**src/hdl/lcdseq_pkg.sv**
```systemverilog
// Package: shared types, constants and the control-store program of the LCD nibble sequencer.
`timescale 1ns / 1ps
package lcdseq_pkg;

  // Default geometry of the frame store
  localparam int DEF_ROWS    = 2;
  localparam int DEF_COLUMNS = 16;

  // Field widths
  localparam int TICK_W   = 20;
  localparam int CHAR_W   = 8;
  localparam int NIB_W    = 4;
  localparam int CFG_IW   = 2;
  localparam int IN_DW    = 16;
  localparam int OUT_DW   = 48;
  localparam int STEP_W   = 5;

  // Configuration register reset values
  localparam logic [TICK_W-1:0] WIDE_RST   = TICK_W'(50000);
  localparam logic [TICK_W-1:0] NARROW_RST = TICK_W'(10);
  localparam logic [TICK_W-1:0] SETTLE_RST = TICK_W'(50000);

  // LCD command bytes
  localparam logic [CHAR_W-1:0] LCD_ROW0_ADDR = 8'h80;
  localparam logic [CHAR_W-1:0] LCD_ROW1_ADDR = 8'hC0;
  localparam logic [CHAR_W-1:0] LCD_WAKE      = 8'h30;
  localparam logic [CHAR_W-1:0] LCD_FOURBIT   = 8'h20;
  localparam logic [CHAR_W-1:0] LCD_FUNC_SET  = 8'h28;
  localparam logic [CHAR_W-1:0] LCD_ENTRY     = 8'h06;
  localparam logic [CHAR_W-1:0] LCD_DISP_ON   = 8'h0C;
  localparam logic [CHAR_W-1:0] LCD_ERASE     = 8'h01;

  // Input commands
  typedef enum logic [1:0] {
    CMD_WRITE   = 2'd0,
    CMD_CLEAR   = 2'd1,
    CMD_REFRESH = 2'd2,
    CMD_INIT    = 2'd3
  } cmd_t;

  // Configuration register indexes
  typedef enum logic [CFG_IW-1:0] {
    REG_WIDE   = 2'd0,
    REG_NARROW = 2'd1,
    REG_SETTLE = 2'd2,
    REG_NONE   = 2'd3
  } reg_idx_t;

  // Byte source for a pulse
  typedef enum logic [1:0] {
    SRC_CONST = 2'd0,
    SRC_ROW   = 2'd1,
    SRC_CHAR  = 2'd2
  } src_t;

  // One control word: every step emits one enable pulse
  typedef struct packed {
    src_t              src;
    logic              lo;        // send low nibble of the byte
    logic              wide;      // wide enable time, else narrow
    logic              rs;        // register select
    logic              last;      // final pulse of the program
    logic              cond_end;  // final pulse unless another char follows
    logic              clr;       // wipe the frame store
    logic              loop;      // jump to target when not finished
    logic [CHAR_W-1:0] value;
    logic [STEP_W-1:0] target;
  } ctl_t;

  // One pulse as it leaves the block
  typedef struct packed {
    logic [NIB_W-1:0]  nibble;
    logic              rs;
    logic [TICK_W-1:0] pulse;
    logic [TICK_W-1:0] settle;
    logic              last;
  } pulse_t;

  // Program entry points
  localparam logic [STEP_W-1:0] PC_INIT    = STEP_W'(0);
  localparam logic [STEP_W-1:0] PC_INIT_B  = STEP_W'(4);
  localparam logic [STEP_W-1:0] PC_INIT_E  = STEP_W'(15);
  localparam logic [STEP_W-1:0] PC_CLEAR   = STEP_W'(16);
  localparam logic [STEP_W-1:0] PC_REFRESH = STEP_W'(18);
  localparam logic [STEP_W-1:0] PC_CHAR    = STEP_W'(20);

  // Configuration bytes sent after the wake-up nibbles
  function automatic logic [CHAR_W-1:0] init_byte(input logic [2:0] idx);
    logic [CHAR_W-1:0] b;
    case (idx)
      3'd0:    b = LCD_FUNC_SET;
      3'd1:    b = LCD_ROW1_ADDR;
      3'd2:    b = LCD_ENTRY;
      3'd3:    b = LCD_ROW0_ADDR;
      3'd4:    b = LCD_FUNC_SET;
      3'd5:    b = LCD_DISP_ON;
      default: b = LCD_FUNC_SET;
    endcase
    return b;
  endfunction

  // Control store
  function automatic ctl_t ucode(input logic [STEP_W-1:0] step);
    ctl_t              c;
    logic [STEP_W-1:0] rel;
    c   = '0;
    rel = step - PC_INIT_B;
    if (step >= PC_INIT_B && step <= PC_INIT_E) begin
      // init command bytes, high nibble wide then low nibble narrow
      c.src   = SRC_CONST;
      c.value = init_byte(rel[3:1]);
      c.lo    = rel[0];
      c.wide  = ~rel[0];
    end else begin
      case (step)
        STEP_W'(0), STEP_W'(1), STEP_W'(2): begin
          c.value = LCD_WAKE;
        end
        STEP_W'(3): begin
          c.value = LCD_FOURBIT;
        end
        STEP_W'(16): begin
          c.value = LCD_ERASE;
          c.wide  = 1'b1;
          c.clr   = 1'b1;
        end
        STEP_W'(17): begin
          c.value = LCD_ERASE;
          c.lo    = 1'b1;
          c.last  = 1'b1;
        end
        STEP_W'(18): begin
          c.src  = SRC_ROW;
          c.wide = 1'b1;
        end
        STEP_W'(19): begin
          c.src      = SRC_ROW;
          c.lo       = 1'b1;
          c.cond_end = 1'b1;
        end
        STEP_W'(20): begin
          c.src  = SRC_CHAR;
          c.wide = 1'b1;
          c.rs   = 1'b1;
        end
        STEP_W'(21): begin
          c.src      = SRC_CHAR;
          c.lo       = 1'b1;
          c.rs       = 1'b1;
          c.cond_end = 1'b1;
          c.loop     = 1'b1;
          c.target   = PC_CHAR;
        end
        default: begin
          c.last = 1'b1;
        end
      endcase
    end
    return c;
  endfunction

endpackage

```
**src/hdl/lcdseq_ram.sv**
```systemverilog
// Generic single-port-write, registered-read RAM.
`timescale 1ns / 1ps
module lcdseq_ram #(
  parameter int WIDTH = 8,
  parameter int DEPTH = 32,
  parameter int AW    = (DEPTH > 1) ? $clog2(DEPTH) : 1
) (
  input  logic             clk,
  input  logic             wr_en,
  input  logic [AW-1:0]    wr_addr,
  input  logic [WIDTH-1:0] wr_data,
  input  logic [AW-1:0]    rd_addr,
  output logic [WIDTH-1:0] rd_data
);

  logic [WIDTH-1:0] mem [DEPTH];

  always_ff @(posedge clk) begin
    if (wr_en) begin
      mem[wr_addr] <= wr_data;
    end
    rd_data <= mem[rd_addr];
  end

endmodule

```
**src/hdl/lcdseq_seq.sv**
```systemverilog
// Step counter and control store of the nibble sequencer.
`timescale 1ns / 1ps
module lcdseq_seq
  import lcdseq_pkg::*;
(
  input  logic              clk,
  input  logic              rst,
  input  logic              start,
  input  logic [STEP_W-1:0] entry,
  input  logic              adv,
  input  logic              more,
  output logic              busy,
  output ctl_t              ctl
);

  logic [STEP_W-1:0] step;
  logic              done;

  // fetch
  always_comb begin
    ctl  = ucode(step);
    done = ctl.last | (ctl.cond_end & ~more);
  end

  // step counter with conditional jump
  always_ff @(posedge clk) begin
    if (rst) begin
      busy <= 1'b0;
      step <= PC_INIT;
    end else if (start) begin
      busy <= 1'b1;
      step <= entry;
    end else if (adv) begin
      if (done) begin
        busy <= 1'b0;
      end else if (ctl.loop) begin
        step <= ctl.target;
      end else begin
        step <= step + STEP_W'(1);
      end
    end
  end

endmodule

```
**src/hdl/lcdseq_dp.sv**
```systemverilog
// Datapath: frame store, character fetch and the output word register.
`timescale 1ns / 1ps
module lcdseq_dp
  import lcdseq_pkg::*;
#(
  parameter int ROWS    = DEF_ROWS,
  parameter int COLUMNS = DEF_COLUMNS
) (
  input  logic              clk,
  input  logic              rst,
  input  logic              wr_en,
  input  logic              wr_row,
  input  logic [3:0]        wr_col,
  input  logic [CHAR_W-1:0] wr_char,
  input  logic              start,
  input  logic              start_row,
  input  logic              adv,
  input  ctl_t              ctl,
  input  logic [TICK_W-1:0] wide_ticks,
  input  logic [TICK_W-1:0] narrow_ticks,
  input  logic [TICK_W-1:0] settle_ticks,
  input  logic              out_ready,
  output logic              out_valid,
  output pulse_t            out_word,
  output logic              more
);

  localparam int DEPTH = ROWS * COLUMNS;
  localparam int AW    = (DEPTH > 1) ? $clog2(DEPTH) : 1;
  localparam int CW    = $clog2(COLUMNS + 1);

  logic [CW-1:0]     col;
  logic              row_q;
  logic [CHAR_W-1:0] char_q;
  logic [DEPTH-1:0]  vld;
  logic              col_ok;
  logic              rd_ok;
  logic              rd_vld;
  logic [AW-1:0]     rd_addr;
  logic [AW-1:0]     wr_addr;
  logic [CHAR_W-1:0] rd_data;
  logic [CHAR_W-1:0] char_now;
  logic [CHAR_W-1:0] cur_byte;
  pulse_t            word_next;

  // addresses
  always_comb begin
    col_ok  = col < CW'(COLUMNS);
    rd_addr = col_ok ? AW'(int'(row_q) * COLUMNS + int'(col)) : '0;
    wr_addr = AW'(int'(wr_row) * COLUMNS + int'(wr_col));
  end

  lcdseq_ram #(
    .WIDTH (CHAR_W),
    .DEPTH (DEPTH),
    .AW    (AW)
  ) u_store (
    .clk     (clk),
    .wr_en   (wr_en),
    .wr_addr (wr_addr),
    .wr_data (wr_char),
    .rd_addr (rd_addr),
    .rd_data (rd_data)
  );

  // per-entry valid bits; an unwritten entry reads as zero
  always_ff @(posedge clk) begin
    if (rst) begin
      vld <= '0;
    end else if (adv && ctl.clr) begin
      vld <= '0;
    end else if (wr_en) begin
      vld[wr_addr] <= 1'b1;
    end
  end

  // read side status follows the registered read
  always_ff @(posedge clk) begin
    rd_ok  <= col_ok;
    rd_vld <= vld[rd_addr];
  end

  always_comb begin
    char_now = rd_vld ? rd_data : '0;
    more     = rd_ok && (char_now != '0);
  end

  // column walk and current character
  always_ff @(posedge clk) begin
    if (rst) begin
      col   <= '0;
      row_q <= 1'b0;
    end else if (start) begin
      col   <= '0;
      row_q <= start_row;
    end else if (adv && ctl.cond_end && more) begin
      col <= col + CW'(1);
    end
  end

  always_ff @(posedge clk) begin
    if (adv && ctl.cond_end && more) begin
      char_q <= char_now;
    end
  end

  // pulse assembly
  always_comb begin
    case (ctl.src)
      SRC_CONST: cur_byte = ctl.value;
      SRC_ROW:   cur_byte = row_q ? LCD_ROW1_ADDR : LCD_ROW0_ADDR;
      SRC_CHAR:  cur_byte = char_q;
      default:   cur_byte = ctl.value;
    endcase
    word_next.nibble = ctl.lo ? cur_byte[3:0] : cur_byte[7:4];
    word_next.rs     = ctl.rs;
    word_next.pulse  = ctl.wide ? wide_ticks : narrow_ticks;
    word_next.settle = settle_ticks;
    word_next.last   = ctl.last | (ctl.cond_end & ~more);
  end

  // output register
  always_ff @(posedge clk) begin
    if (rst) begin
      out_valid <= 1'b0;
    end else if (adv) begin
      out_valid <= 1'b1;
    end else if (out_ready) begin
      out_valid <= 1'b0;
    end
  end

  always_ff @(posedge clk) begin
    if (adv) begin
      out_word <= word_next;
    end
  end

endmodule

```
**src/hdl/char_lcd_nibble_sequencer_core.sv**
```systemverilog
// Top level of the character LCD nibble sequencer.
//
// Input stream: one command word per item (write_char, clear, refresh_row,
// init). Output stream: one word per LCD enable pulse with its nibble, the
// register-select bit on tuser, the enable high time and the settle wait;
// tlast marks the final pulse of a command's run.
// write_char stores a byte in the frame store (2x16 by default) and emits
// nothing. clear emits 2 pulses, init 18, refresh_row 2 plus 2 per
// character up to the first zero byte (at most 34).
// The command starts the step counter and the first pulse is registered in
// the output register; after that one pulse per cycle while the receiver
// is ready, and the input is held off meanwhile. The step counter of the
// control store issues one pulse per step and the frame store is read one
// character ahead through its registered port.
// One command is worked at a time; the next is taken as soon as the last
// pulse is in the output register. A receiver stall holds the output
// register and freezes the step counter.
// Reset empties the frame store (all characters read as zero), clears the
// output and loads the timing registers with 50000, 10 and 50000 ticks.
// Timing registers are written through the cfg channel, always ready.
`timescale 1ns / 1ps
module char_lcd_nibble_sequencer_core
  import lcdseq_pkg::*;
#(
  parameter int ROWS    = DEF_ROWS,
  parameter int COLUMNS = DEF_COLUMNS
) (
  input  logic              clk,
  input  logic              rst,
  input  logic              s_axis_tvalid,
  output logic              s_axis_tready,
  input  logic [IN_DW-1:0]  s_axis_tdata,   // command[1:0], row[2], column[6:3], char_code[14:7]
  output logic              m_axis_tvalid,
  input  logic              m_axis_tready,
  output logic [OUT_DW-1:0] m_axis_tdata,   // nibble[3:0], pulse_ticks[23:4], wait_ticks[43:24]
  output logic              m_axis_tuser,   // reg_select
  output logic              m_axis_tlast,
  input  logic              cfg_valid,
  output logic              cfg_ready,
  input  logic [CFG_IW-1:0] cfg_index,
  input  logic [TICK_W-1:0] cfg_data
);

  logic [TICK_W-1:0] wide_ticks;
  logic [TICK_W-1:0] narrow_ticks;
  logic [TICK_W-1:0] settle_ticks;
  cmd_t              cmd;
  logic              in_row;
  logic [3:0]        in_col;
  logic [CHAR_W-1:0] in_char;
  logic              in_acc;
  logic              wr_en;
  logic              start;
  logic [STEP_W-1:0] entry;
  logic              busy;
  logic              adv;
  logic              more;
  ctl_t              ctl;
  pulse_t            out_word;

  // configuration registers
  assign cfg_ready = 1'b1;

  always_ff @(posedge clk) begin
    if (rst) begin
      wide_ticks   <= WIDE_RST;
      narrow_ticks <= NARROW_RST;
      settle_ticks <= SETTLE_RST;
    end else if (cfg_valid && cfg_ready) begin
      case (reg_idx_t'(cfg_index))
        REG_WIDE:   wide_ticks   <= cfg_data;
        REG_NARROW: narrow_ticks <= cfg_data;
        REG_SETTLE: settle_ticks <= cfg_data;
        default:    ;
      endcase
    end
  end

  // command decode
  always_comb begin
    cmd     = cmd_t'(s_axis_tdata[1:0]);
    in_row  = s_axis_tdata[2];
    in_col  = s_axis_tdata[6:3];
    in_char = s_axis_tdata[14:7];
    in_acc  = s_axis_tvalid && s_axis_tready;
    wr_en   = 1'b0;
    start   = 1'b0;
    entry   = PC_INIT;
    case (cmd)
      CMD_WRITE: begin
        wr_en = in_acc && (int'(in_row) < ROWS) && (int'(in_col) < COLUMNS);
      end
      CMD_CLEAR: begin
        start = in_acc;
        entry = PC_CLEAR;
      end
      CMD_REFRESH: begin
        start = in_acc && (int'(in_row) < ROWS);
        entry = PC_REFRESH;
      end
      CMD_INIT: begin
        start = in_acc;
        entry = PC_INIT;
      end
      default: ;
    endcase
  end

  assign s_axis_tready = ~busy;
  assign adv           = busy && (~m_axis_tvalid || m_axis_tready);

  lcdseq_seq u_seq (
    .clk   (clk),
    .rst   (rst),
    .start (start),
    .entry (entry),
    .adv   (adv),
    .more  (more),
    .busy  (busy),
    .ctl   (ctl)
  );

  lcdseq_dp #(
    .ROWS    (ROWS),
    .COLUMNS (COLUMNS)
  ) u_dp (
    .clk          (clk),
    .rst          (rst),
    .wr_en        (wr_en),
    .wr_row       (in_row),
    .wr_col       (in_col),
    .wr_char      (in_char),
    .start        (start),
    .start_row    (in_row),
    .adv          (adv),
    .ctl          (ctl),
    .wide_ticks   (wide_ticks),
    .narrow_ticks (narrow_ticks),
    .settle_ticks (settle_ticks),
    .out_ready    (m_axis_tready),
    .out_valid    (m_axis_tvalid),
    .out_word     (out_word),
    .more         (more)
  );

  // output word packing
  assign m_axis_tdata = {4'b0000, out_word.settle, out_word.pulse, out_word.nibble};
  assign m_axis_tuser = out_word.rs;
  assign m_axis_tlast = out_word.last;

endmodule

```
**config.mk**
```make
export PLATFORM = sky130hd
export DESIGN_NAME = char_lcd_nibble_sequencer_core
export DESIGN_NICKNAME = d
export VERILOG_FILES = /design/src/hdl/lcdseq_pkg.sv /design/src/hdl/lcdseq_ram.sv /design/src/hdl/lcdseq_seq.sv /design/src/hdl/lcdseq_dp.sv /design/src/hdl/char_lcd_nibble_sequencer_core.sv
export SDC_FILE = /design/constraint.sdc
export NUM_CORES = 1
export LEC_CHECK = 0
export BUFFER_PORTS_ARGS = -buffer_cell sky130_fd_sc_hd__clkbuf_2
export CAP_MARGIN = 0
export CORE_UTILIZATION = 55
export CTS_CLUSTER_SIZE = 20
export DETAILED_ROUTE_END_ITERATION = 7
export PLACE_DENSITY = 0.73
export SLEW_MARGIN = 5
export SYNTH_ARGS = -nofsm -noshare
export SYNTH_HDL_FRONTEND = slang
export SYNTH_SLANG_ARGS = --single-unit
```
**constraint.sdc**
```tcl
create_clock -name clk -period 7.2 [get_ports clk]
set_clock_uncertainty 0.1 [all_clocks]
set_input_delay 0.36 -clock clk [delete_from_list [all_inputs] [get_ports clk]]
set_output_delay 0.36 -clock clk [all_outputs]
set_load 0.01 [all_outputs]
```
== Word-level counts from Yosys, hierarchy flattened ==
Memory sizes are Yosys's and may differ from the RTL's. A register that Yosys moved wholly into a read port is not among the register bits.
Index checks and enable logic that the tools add are counted.

* Multiplexer cells: 39
* Equal/unequal tests: 21
* Bitwise gates (word level): 7
* $lt $le $gt $ge: 6
* Add/subtract/negate cells: 5
* Reductions and logical operators: 32

{| class="wikitable"
|+ Operators by type and width
! operator !! count
|-
| $mux 5 || 7
|-
| $or 32x32->32 || 1
|-
| $pmux 8 s4 || 1
|-
| $eq 5x5->1 const B || 6
|-
| $mux 20 || 1
|-
| $mux 1 || 18
|-
| $pmux 6 s3 || 1
|-
| $mux 8 || 2
|-
| $pmux 8 s2 || 1
|-
| $lt 5x6->1 const B || 2
|-
| $mux 4 || 3
|-
| $reduce_or 2->1 || 6
|-
| $reduce_or 3->1 || 4
|-
| $add 5x1->5 const B || 2
|-
| $eq 5x2->1 const B || 2
|-
| $pmux 5 s2 || 1
|-
| $reduce_and 2->1 || 5
|-
| $reduce_or 9->1 || 1
|-
| $eq 2x2->1 const B || 4
|-
| $logic_and 1x1->1 || 8
|-
| $reduce_bool 8->1 || 1
|-
| $mux 7 || 1
|-
| $eq 2x1->1 const B || 3
|-
| $eq 3x2->1 const B || 2
|-
| other kinds (21) || 27
|}

* RAM bits: 256
* Memories: 1
* Output and inout port bits: 53
* Register bits after elaboration: 161

{| class="wikitable"
|+ Memory list
! memory !! words !! width !! rd ports !! clocked after Yosys merged registers in !! write ports !! line !! text
|-
| u_dp.u_store.mem || 32 || 8 || 1 || 1 || 1 || lcdseq_ram.sv:16 || <nowiki>logic [WIDTH-1:0] mem [DEPTH];</nowiki>
|}

== Longest topological paths before layout ==
Gate-level depths: netlist of run 1.

* Word-level depth: 9
* Gate-level depth with buffers: 12
* Depth with buffers taken out: 11

== Hierarchy ==
A second synthesis of run 1 with hierarchy kept.

* Cells, all modules: 1080
* Area, all modules: 17220.3 um^2

{| class="wikitable"
|+ By module, submodules not included
! module !! sequential area each (um^2) !! cells an instance !! area each (um^2) !! instances
|-
| lcdseq_ram || 7847.5 || 417 || 10053.4 || 1
|-
| lcdseq_dp || 2442.3 || 309 || 3811.2 || 1
|-
| char_lcd_nibble_sequencer_core || 1201.2 || 246 || 2561.2 || 1
|-
| lcdseq_seq || 120.1 || 108 || 794.5 || 1
|}

== Worst setup path before layout of run 1 ==
Ideal clock, no wire load.

* Path kind: register to register
* Start point: register u_seq.step[1]
* End point: register u_dp.out_word[43] (netlist name)
* Arrival: 2557 ps
* Clock period less this slack: 2931 ps
* Setup slack: 4269 ps
* Setup time: 273 ps
* Cell stages (with the launch flop): 13
* Buffers on the path: 2
* Path through: dfxtp_1 -> clkbuf_1 -> inv_1 -> ha_1 -> a2111o_1 -> o21ai_2 -> and3_1 -> o21a_1 -> ha_1 -> clkbuf_1 -> nor2b_1 -> a221oi_1 -> a21oi_1

{| class="wikitable"
|+ RTL lines
! element !! line !! text
|-
| from (decl) || lcdseq_seq.sv:16 || <nowiki>logic [STEP_W-1:0] step;</nowiki>
|-
| from (signal assigned) || lcdseq_seq.sv:32 || <nowiki>step <= entry;</nowiki>
|-
| from (signal assigned) || lcdseq_seq.sv:37 || <nowiki>step <= ctl.target;</nowiki>
|-
| from (signal assigned) || lcdseq_seq.sv:39 || <nowiki>step <= step + STEP_W'(1);</nowiki>
|}

== Final worst setup path of run 1 ==
* Start point: register u_dp.col[0]
* End point: register u_dp.u_store.rd_data[0] (read register of u_dp.u_store.mem)

* Word-level cells in the longest chain between the ends: 2
* Elaborated cells on any way between the ends: 3

{| class="wikitable"
|+ Ends and longest elaborated chain
! element !! line !! text
|-
| from (decl) || lcdseq_dp.sv:32 || <nowiki>logic [CW-1:0] col;</nowiki>
|-
| from (signal assigned) || lcdseq_dp.sv:97 || <nowiki>col <= col + CW'(1);</nowiki>
|-
| $add 5x5->5 / $lt 5x5->1 (equally long branches) || lcdseq_dp.sv:49, lcdseq_dp.sv:48 ||
|-
| $mux 5 (*) || lcdseq_dp.sv:49 || <nowiki>rd_addr = col_ok ? AW'(int'(row_q) * COLUMNS + int'(col)) : '0;</nowiki>
|-
| to (decl) || lcdseq_ram.sv:13 || <nowiki>output logic [WIDTH-1:0] rd_data</nowiki>
|}

Every way passes the cells marked *; elsewhere a longest branch is shown, timed or not.
A chain may end at the register's enable or synchronous reset.

==> impl_metrics.yaml, run 1 <==
run_status:
  outcome: "complete, no violations"
critical_path:
  crit_fanout: 72
  required_ns: 7.50
  cp_cell_sequence: "buf_4 > nand2b_4 > buf_4 > o221ai_1 > o21ai_0 > o21ai_0 > o22ai_1 > or3_1"
  critical_path_class: "reg2reg"
  endpoint_kind: "register"
  slowest_delay_ns: 0.62
  critPathTopFamily: "buffers and inverters"
  crit_slowest_cell: "buf_4"
  crit_buf_inv: 2
  arrival_ns: 3.87
  setup.worst_path.start_class: "register"
synthesis:
  synth_area_um2: 16600
  synth_enable_flop_cells: 310
  synth_warnings: 0
  ys.flop_type: "edfxtp_1"
  synth_cell_type_count: 60
  syn_inst: 1190
  synth_top_area_frac: 0.560
  synth_area_leaders: "edfxtp_1, dfxtp_1, mux4_2"
  synthArstFlopShare: 0
  synth_area_leader_cell: "edfxtp_1"
  yosysSeqAreaShare: 0.699
  syn_avg_cell_area_um2: 14.0
  ys_ff_latch: 425
cells_and_area:
  nets: 1331
  area_growth_pct: 13.3
  drive_gt1_frac: 0.184
  design_area_um2: 18800
  instances_no_fill: 1697
  diodes: 0
clock_tree:
  cts-root-buf: "clkbuf_16"
  numCtsBuffers: 42
  cts_sinks: 425
  htree_levels: 2
  clockBufferDepth: 3
  post_cts_buffers: 0
  cts_tree: "built"
  post_cts_resized: 0
  insertion_delay_ns: 0.54
  clkTransAtPathRegs_ns: 0.06
route:
  firstDrtPassIters: 7
  viasPerCell: 5.98
  drt.antenna.violating_nets: 0
  drt_wl_total_mm: 35.2
  drt_iter0_drc: 1117
  vias: 10200
  remaining_drc_errors: 0
  avgRoutedWirePerCell_um: 20.7
power_and_ir_drop:
  powerDensity_nw_per_um2: 279
  power.leakage_uw: 0.00637
  ir_drop_mv: 0.233
die:
  die_y_um: 176
  fp.coreArea_um2: 29700
  rows: 63
  ioPinCount: 96
  start_util: 0.559
  die_w_um: 176
  dieArea_um2: 30900
global_routing:
  grt_antenna_before_repair: 0
  track_usage: 0.233
  grt_overflow: 0
  grt_pass1_vias: 10200
  grt_max_degree: 73
  grt_pass1_wl_mm: 55.4
min_path:
  hold_path.class: "in2reg"
placement:
  place_congestion: 0.887
  numPortBuffers: 89
  placed_area_um2: 17300
  place_inst: 1605
  dp_hpwl_mm: 20.6
sta:
  layout_worst_path_cycle_share: 0.496
  whs_ns: 0.0207
  finalSetupViolCount: 0
  hold_viol: 0
  fin_crit_ns: 3.57
  tightest_slew_ns: 1.07
  drv_slew: 0
  grt_setup_unrepaired: "no"
  slew-limit-headroom: 0.283
  fmax_mhz: 280
  tns_ns: 0
job:
  max_cap_violations: 0
[logic make-up after synthesis]
logic type	count (synthesis)	synth area share
compound gates	264	0.103
other cells	2	0.000452
fa+ha+maj	14	0.0105
xor+xnor	4	0.00211
mux	64	0.0703
simple gates	328	0.0900
flops	425	0.699
buf+inv	89	0.0252
[routing by layer]
metal | track usage | vias up | wire (µm)
met1 | 0.311 | 5027 | 14800
li1 | - | 4661 | -
met5 | 0 | - | 0
met2 | 0.382 | 400 | 17000
met4 | 0.0815 | 0 | 876
met3 | 0.0444 | 63 | 2530
[where the power goes]
group	switching, µW	internal [µW]
Sequential	31.5	2700
Combinational	238	133
Clock	879	1270
[worst reg2reg max path, stage by stage, from the launching register on]
cell      delay [ns]
dfxtp_2         0.31
buf_4           0.62
nand2b_4        0.58
buf_4           0.51
o221ai_1        0.30
o21ai_0         0.14
o21ai_0         0.34
o22ai_1         0.19
or3_1           0.35
[area by class of cell]
cell class                 instances  area [µm²]
clock buffer                      64        1250
inverter                          13        48.8
tap                              390         488
clock inverter                    13         115
fill                            2162       10900
timing repair buffer             113         663
sequential                       425       11600
multi-input combinational        679        4650
[timing repair]
action                                 4_1_cts  5_1_grt
endpoints found under the hold margin       36        0
hold buffers                                15        0
setup endpoints to repair                    0        0
[metrics by stage]
step,utilization,worst slack (ns),total power (µW)
floorplan,-,4.27,3000
global placement,0.582,3.70,3140
detailed placement,0.582,3.70,3140
CTS,0.634,3.69,5280
global route,0.634,3.45,5420
finish,0.634,3.63,5260
[synthesized netlist by cell type (all sizes together) (2+ instances only)]
cell    instances
mux2           22
nand2b          6
and3b           2
nand3           7
nor3            8
inv            13
and2           11
ha             14
a31oi           2
or3b            2
mux2i           2
nand3b         20
nor4b           2
a32oi           2
buf            34
xnor2           2
nor2           58
a221oi          3
a21oi          77
or3            10
nor3b           2
conb            2
nor4            3
o21a           35
xor2            2
nor2b           5
mux4           40
nand4           3
dfxtp         115
o221ai         32
o22ai          40
clkbuf         42
a211oi          2
or2             6
o31ai           2
o211ai         18
o21ai          42
nand2         181
edfxtp        310
[final timing paths]
| check | endpoint | slack (ns) | startpoint | depth (start not counted) |
|---|---|---|---|---|
| setup / recovery | u_dp.u_store.rd_data[0] | 3.63 | u_dp.col[0] | 8 |
| hold / removal | narrow_ticks[3] | 0.02 | cfg_data[3] | 3 |
| setup reg to reg | u_dp.u_store.rd_data[0] | 3.63 | u_dp.col[0] | 8 |
| hold reg to reg | u_dp.out_word[20] | 0.32 | settle_ticks[19] | 0 |
[placed cells by master, fill, tap and decap left out, drive strengths merged, types with 15 or more instances in the layout]
cell	instances
a21oi	77
clkbuf	153
dfxtp	115
dlygate4sd3	15
edfxtp	310
inv	15
mux2	22
mux4	40
nand2	181
nand3b	20
nor2	58
o211ai	18
o21a	35
o21ai	42
o221ai	32
o22ai	40
[sequential cells by signal, summed over array words and instances, names as in the netlist]
| name | count |
|---|---|
| u_dp.u_store.mem | 256 |
| u_dp.out_word | 46 |
| u_dp.vld | 32 |
| narrow_ticks | 20 |
| settle_ticks | 20 |
| wide_ticks | 20 |
| u_dp.char_q | 8 |
| u_dp.u_store.rd_data | 8 |
| u_dp.col | 5 |
| u_seq.step | 5 |
| u_dp.out_valid | 1 |
| u_dp.rd_ok | 1 |
| u_dp.rd_vld | 1 |
| u_dp.row_q | 1 |
| u_seq.busy | 1 |
Power figures use the tool's default switching activity.
==> run 2, diff against run 1 <==
--- a/config.mk
+++ b/config.mk
@@ -10,7 +10,7 @@
 export CORE_UTILIZATION = 55
 export CTS_CLUSTER_SIZE = 20
 export DETAILED_ROUTE_END_ITERATION = 7
-export PLACE_DENSITY = 0.73
+export PLACE_DENSITY = 0.76
 export SLEW_MARGIN = 5
 export SYNTH_ARGS = -nofsm -noshare
 export SYNTH_HDL_FRONTEND = slang
==> constraint.sdc (replaced) <==
create_clock -name clk -period 3 [get_ports clk]
set_clock_uncertainty 0.1 [all_clocks]
set_input_delay 0.15 -clock clk [delete_from_list [all_inputs] [get_ports clk]]
set_output_delay 0.15 -clock clk [all_outputs]
set_load 0.01 [all_outputs]
==> run 2 against run 1 <==
Core utilization increased by 1.9 points. Register-to-register slack worse by 3.5 ns. Via count up 1.3%. Setup slack got worse by 3.5 ns. Die area stayed put. Sequential power grew 140%. First-iteration DRC count is 24% lower. Power up 140%. Worst hold slack improved by 0.077 ns. Critical path depth is 3 higher. Highest routed layer unchanged. Clock power up 150%.
==> impl_metrics.yaml, run 2 (synthesis results as in run 1) <==
critical_path:
  timing.rr.end: "u_dp.out_word[43]"
  r2r_slack_ns: 0.13
  endpoint_kind: "register"
  r2r_cells: 11
  setup.worst_path.start_class: "register"
  crit_slowest_cell: "a2111o_1"
  cp_cell_sequence: "inv_1 > ha_1 > a2111o_1 > o21ai_2 > and3_1 > o21a_1 > inv_1 > ha_1 > nor2b_1 > a221oi_1 > a21oi_1"
  crit_fanout: 5
  reg2reg_from: "u_seq.step[0]"
  required_ns: 3.16
  critical_path_class: "reg2reg"
  arrival_ns: 3.04
  slowest_delay_ns: 0.48
route:
  highest_layer: "met4"
  met1Wirelength_mm: 15.2
  wl_met3_mm: 2.08
  firstDrtPassIters: 5
  drt.antenna.violating_nets: 0
  drt_wl_total_mm: 34.8
  vias: 10300
  drt_iter0_drc: 846
  viasPerCell: 5.84
  dr_wl_met2_mm: 16.4
  remaining_drc_errors: 0
  avgRoutedWirePerCell_um: 19.7
die:
  start_util: 0.559
  rows: 63
  dieArea_um2: 30900
  fp.coreArea_um2: 29700
  die_w_um: 176
  ioPinCount: 96
  die_y_um: 176
power_and_ir_drop:
  power.leakage_uw: 0.00671
  powerDensity_nw_per_um2: 660
  ir_drop_mv: 0.413
run_status:
  outcome: "complete, no violations"
cells_and_area:
  instances_no_fill: 1762
  final_util: 0.653
  layout_common_cells: "edfxtp_1, nand2_1, dfxtp_1"
  reg_top3: "u_dp.u_store.mem (256), u_dp.out_word (46), u_dp.vld (32)"
  drive_gt1_frac: 0.217
  regMostFlops: "u_dp.u_store.mem"
  area_growth_pct: 16.8
  final_common_cell: "edfxtp_1"
  largest_reg_flops: 256
  nets: 1398
  diodes: 0
placement:
  place_inst: 1661
  place_congestion: 0.879
  numPortBuffers: 89
  dp_hpwl_mm: 21.9
sta:
  slew-limit-headroom: 0.351
  fmax_mhz: 348
  tightest_slew_ns: 0.971
  grt_setup_unrepaired: "no"
  hold_viol: 0
  finalSetupViolCount: 0
  tns_ns: 0
  fin_crit_ns: 2.87
  drv_slew: 0
  layout_worst_path_cycle_share: 0.958
clock_tree:
  htree_levels: 2
  cts-root-buf: "clkbuf_16"
  cts_sinks: 425
  clockBufferDepth: 3
  clkTransAtPathRegs_ns: 0.06
  insertion_delay_ns: 0.53
  cts_tree: "built"
  numCtsBuffers: 42
  post_cts_buffers: 0
min_path:
  hold_start: "s_axis_tdata[1]"
  holdPathEnd: "u_seq.step[4]"
  whs_path_depth: 5
  hold_path.class: "in2reg"
global_routing:
  grt_pass1_wl_mm: 54.3
  grt_antenna_before_repair: 0
  grt_pass1_vias: 10200
  grt_overflow: 0
  grt_max_degree: 63
  track_usage: 0.227
job:
  max_cap_violations: 0
## run 2: final cells by class
cell class	count	area, µm²
Multi-Input combinational cell	679	4650
Tap cell	390	488
Clock inverter	20	272
Sequential cell	425	11600
Inverter	13	48.8
Fill cell	2045	10300
Timing Repair Buffer	180	1210
Clock buffer	55	1130
## run 2: worst max path at each step
stage / from / endpoint / slack (ns) / cells after the start
floorplan: u_seq.step[1] / u_dp.out_word[43] / 0.07 / 12
global placement: u_seq.step[3] / u_dp.out_word[44] / 0.17 / 11
detailed placement: u_seq.step[3] / u_dp.out_word[44] / 0.06 / 11
CTS: u_seq.step[3] / u_dp.out_word[44] / 0.05 / 11
global route: u_seq.step[0] / u_dp.out_word[43] / 0.02 / 11
finish: u_seq.step[0] / u_dp.out_word[43] / 0.13 / 11
## run 2: through the flow
step	hold WS, ns	total power, µW	setup WS [ns]	area (µm²)
CTS	0.0717	12900	0.0450	19400
global placement	0.308	7560	0.172	17700
global route	0.132	13200	0.0189	19400
floorplan	0.149	7210	0.0694	16600
detailed placement	0.313	7580	0.0627	17700
finish	0.0977	12800	0.125	19400
## run 2: routing by layer
| layer | up-vias | GRT usage |
|---|---|---|
| li1 | 4790 | - |
| met1 | 5082 | 0.315 |
| met2 | 349 | 0.361 |
| met3 | 67 | 0.0403 |
| met4 | 0 | 0.0844 |
| met5 | - | 0 |
## run 2: timing repair
action	4_1_cts	5_1_grt
hold buffers	26	0
endpoints found under the setup margin	0	2
gates resized for setup	0	3
hold endpoints to repair	66	0
## run 2: worst max-delay path: cells and delay by family, from the launching register on
kind	cells	cell delay (ns)
compound gates	5	1.11
flops	1	0.39
buf+inv	2	0.13
fa+ha+maj	2	0.48
simple gates	2	0.43
## run 2: report_power, final
part | total (µW) | switching, µW | leakage [µW] | internal, µW
combinational | 949 | 589 | 0.00231 | 360
clock | 5300 | 2120 | 0.000675 | 3180
sequential | 6550 | 64.7 | 0.00372 | 6480
